--- src/dti_ram.sv ---
`timescale 1ns / 1ps

module dti_ram #(
    parameter int WIDTH = 8,
    parameter int DEPTH = 64
) (
    input  logic                     aclk,
    input  logic                     wr_en,
    input  logic [$clog2(DEPTH)-1:0] wr_addr,
    input  logic [WIDTH-1:0]         wr_data,
    input  logic [$clog2(DEPTH)-1:0] rd_addr,
    output logic [WIDTH-1:0]         rd_data
);

    logic [WIDTH-1:0] mem [DEPTH];

    always_ff @(posedge aclk) begin
        if (wr_en) begin
            mem[wr_addr] <= wr_data;
        end
        rd_data <= mem[rd_addr];
    end

endmodule

--- config.mk ---
export PLATFORM = sky130hd
export DESIGN_NAME = dti_ram
export DESIGN_NICKNAME = d
export VERILOG_FILES = /design/src/dti_ram.sv
export SDC_FILE = /design/constraint.sdc
export NUM_CORES = 1
export LEC_CHECK = 0
export BUFFER_PORTS_ARGS = -buffer_cell sky130_fd_sc_hd__clkbuf_2
export CAP_MARGIN = 5
export CORE_MARGIN = 1.5
export CORE_UTILIZATION = 30
export DETAILED_ROUTE_END_ITERATION = 10
export PLACE_DENSITY = 0.43
export SLEW_MARGIN = 20
export SYNTH_ARGS = -nofsm -noshare
export SYNTH_HDL_FRONTEND = slang
export SYNTH_SLANG_ARGS = --single-unit
--- constraint.sdc ---
create_clock -name aclk -period 2.5 [get_ports aclk]
set_clock_uncertainty 0.2 [all_clocks]
set_input_delay 0.125 -clock aclk [delete_from_list [all_inputs] [get_ports aclk]]
set_output_delay 0.125 -clock aclk [all_outputs]
set_load 0.02 [all_outputs]
==> impl_summary.txt <==
----------------------------------------------------
[Run status]
  Result of the run ... finished, final reports clean

[Synthesis]
  Predominant post-synthesis flop cell ... edfxtp_1
  Combined area of all synthesized cells ... 20,200 um^2
  Synthesized area per cell ... 21.5 um^2
  Area leader, netlist ... edfxtp_1
  Synth Warn # ... 0
  Synth unique cells ... 40
  Number of synthesized flops with an enable pin ... 512
  Synth Net Count ... 962
  Async SR Flop Fraction ... 0%
  Most frequent cell after synthesis ... edfxtp_1
  Area fraction of the dominant cell type after synthesis ... 76.2%
  Area contributors post-synth ... edfxtp_1, mux4_2, nor2_1
  Synthesized flop and latch total ... 520
  Synthesized netlist cell count ... 940
  Fraction of the yosys area taken by sequential cells ... 77.0%
  Commonest cells in the netlist ... edfxtp_1, mux4_2, nor2_1

[Global route]
  Initial antenna violation count ... 7
  Global-route usage over all layers ... 15.7%
  Maximum number of pins on one net before global-route repair ... 65
  Residual overflow from global routing ... 0
  Number of global-route vias before repair ... 10,500
  Global-route wire length before repair ... 77,400 um

[Worst setup path]
  Crit path DAT ... 2.64 ns
  Highest cell delay on the worst timing path ... 0.49 ns
  Critical Path RT ... 2.79 ns
  Critical path fanouts, max ... 2
  Crit Path Category ... reg2reg
  Critical Path Sink Type ... flip-flop
  Cells along the critical path ... mux4_2 -> mux2_2 -> o221a_2 -> nor3_2 -> o32ai_1
  Critical-path cell with the highest stage delay ... mux4_2
  Critical path launch point type ... flip-flop

[Timing]
  Highest clock rate ... 0.425 GHz
  Relative max-transition margin ... 40.1%
  Actual slew at the worst max-slew pin ... 0.899 ns
  Final setup violation count ... 0
  Setup repair after global routing missed its margin ... no
  Portion of the clock cycle consumed by the worst path in the final layout ... 94.1%
  Hold Violations, Final ... 0
  Final hold slack ... 0.0260 ns
  Count of final max-slew check failures ... 0
  Period minus WS final ... 2.35 ns

[Floorplanning]
  Number of ports placed on the die boundary ... 30
  Die span in x ... 262 um
  Die Outline Area ... 68,800 um^2
  Row Count ... 94
  Standard cell core area ... 66,100 um^2
  Die Span Y ... 262 um
  Starting density of the core ... 30.5%

[Min path]
  Type of the worst min-delay path ... in2reg

[Clocking]
  Clock Path Buffers ... 3
  Post-CTS clock slew at the launch and capture registers of the worst setup and hold paths ... 0.06 ns
  Cts bufs inserted ... 57
  Clock sink count ... 520
  Clock latency at the later pin of the worst-skew pair ... 0.61 ns
  Number of buffers inserted to repair setup after CTS ... 0
  Count of H-tree levels built during CTS ... 2
  TritonCTS clock tree ... built
  Root Driver ... clkbuf_16

[Cells and area]
  Net count of the finished layout ... 1,151
  Core occupancy in the finished layout ... 36.6%
  Post-layout instance area ... 24,200 um^2
  Area overhead of the layout relative to synthesis ... 20.0%
  Share of final-layout standard cells stronger than drive strength 1 ... 33.6%
  Fill cells ... 6,127

[Power and ir drop]
  Final Total Pwr ... 18.7 mW
  Power per unit of standard cell area ... 774 nW/um^2
  Total leakage power ... 7.77 nW
  IR drop worst, VDD ... 0.000464 V

[Route]
  DR WL/cell ... 26.0 um
  1st-iter DRT viols ... 939
  Total Wirelength ... 53,200 um
  Detailed-route vias per instance ... 4.85
  Via count of the routed design ... 9,908
  Router iterations before antenna repair ... 7
  Count of unresolved DRC violations after routing ... 0
  Antenna-violating nets left ... 0

[Placement]
  Placed cell area ... 22,300 um^2
  Count of input and output buffers ... 29
  Routability congestion estimate from global placement ... 0.752
  HPWL reported at the end of detailed placement ... 34,000 um

[Run]
  Max-cap violations ... 0

----------------------------------------------------
[cells in the final DEF (no fill, tap or decap), drive strengths merged, types with 3 or more instances in the layout]
cell type and count:
nand3b 3, o21ai 4, a21oi 3, nor3 7
edfxtp 512, o2111ai 3, mux2i 23, a211oi 4
o2bb2ai 3, o221ai 8, a221oi 6, clkbuf 93
clkinv 33, buf 142, nand2b 7, nand3 13
nand2 19, bufinv 3, diode 4, o22ai 8
a22oi 3, dfxtp 8, mux2 13, dlygate4sd3 13
mux4 126, nor2 83, clkinvlp 3, nor2b 14
[cells by family after synthesis]
kind of cell / Yosys count / synth area share (%)
flops: 520 / 77.0
mux: 162 / 15.9
simple gates: 153 / 3.39
compound gates: 54 / 2.07
buf+inv: 51 / 1.57
[stage by stage]
step	std cells	setup TNS (ns)	worst slack, ns
after floorplan	940	0	0.507
after global placement	1921	-0.282	-0.251
after detailed placement	1921	-0.252	-0.221
after CTS	2040	0	0.197
after global routing	2042	0	0.137
final	2044	0	0.147
[sequential cells by signal, summed over array words and instances, names as in the netlist]
signal and flops:
mem 512, rd_data 8
[critical path, delay by kind of cell (launching register included)]
| kind | cells | cell delay, ns |
|---|---|---|
| DFF | 1 | 0.37 |
| AOI/OAI and AO/OA | 2 | 0.43 |
| and+or+nand+nor | 1 | 0.44 |
| muxes | 2 | 0.78 |
[power by group]
part	internal, mW	switching (mW)
Combinational	0.419	0.623
Sequential	9.65	0.0385
Clock	4.58	3.42
[what timing repair did]
| item | 4_1_cts | 5_1_grt |
|---|---|---|
| gates resized for setup | 1 | 0 |
| endpoints found under the setup margin | 1 | 0 |
| hold endpoints to repair | 164 | 0 |
| hold buffers | 13 | 0 |
[cell type report]
class	instances	area, um^2	area share (%)
timing repair buffer	181	1470	6.08
clock buffer	67	1510	6.22
antenna	4	10.0	0.0414
clock inverter	39	272	1.12
sequential	520	15500	64.2
multi-input combinational	369	4320	17.9
tap	864	1080	4.47
[path summary, 6_finish.rpt]
check,startpoint,to,slack (ns),cells past startpoint
max,mem[29][4],rd_data[4],0.15,5
min,wr_data[0],mem[8][0],0.03,2
max reg2reg,mem[29][4],rd_data[4],0.15,5
min reg2reg,mem[31][6],rd_data[6],0.62,3
[layer usage]
metal	part of all wire [%]	vias to the layer above	track usage, %	routed length (um)
li1	-	4313	-	-
met1	46	5285	22.2	24400
met2	46	215	24.2	24700
met3	5.4	87	3.29	2850
met4	2.3	8	4.71	1210
met5	0.092	-	0	49
No activity file was read; power rests on OpenSTA's default activity.
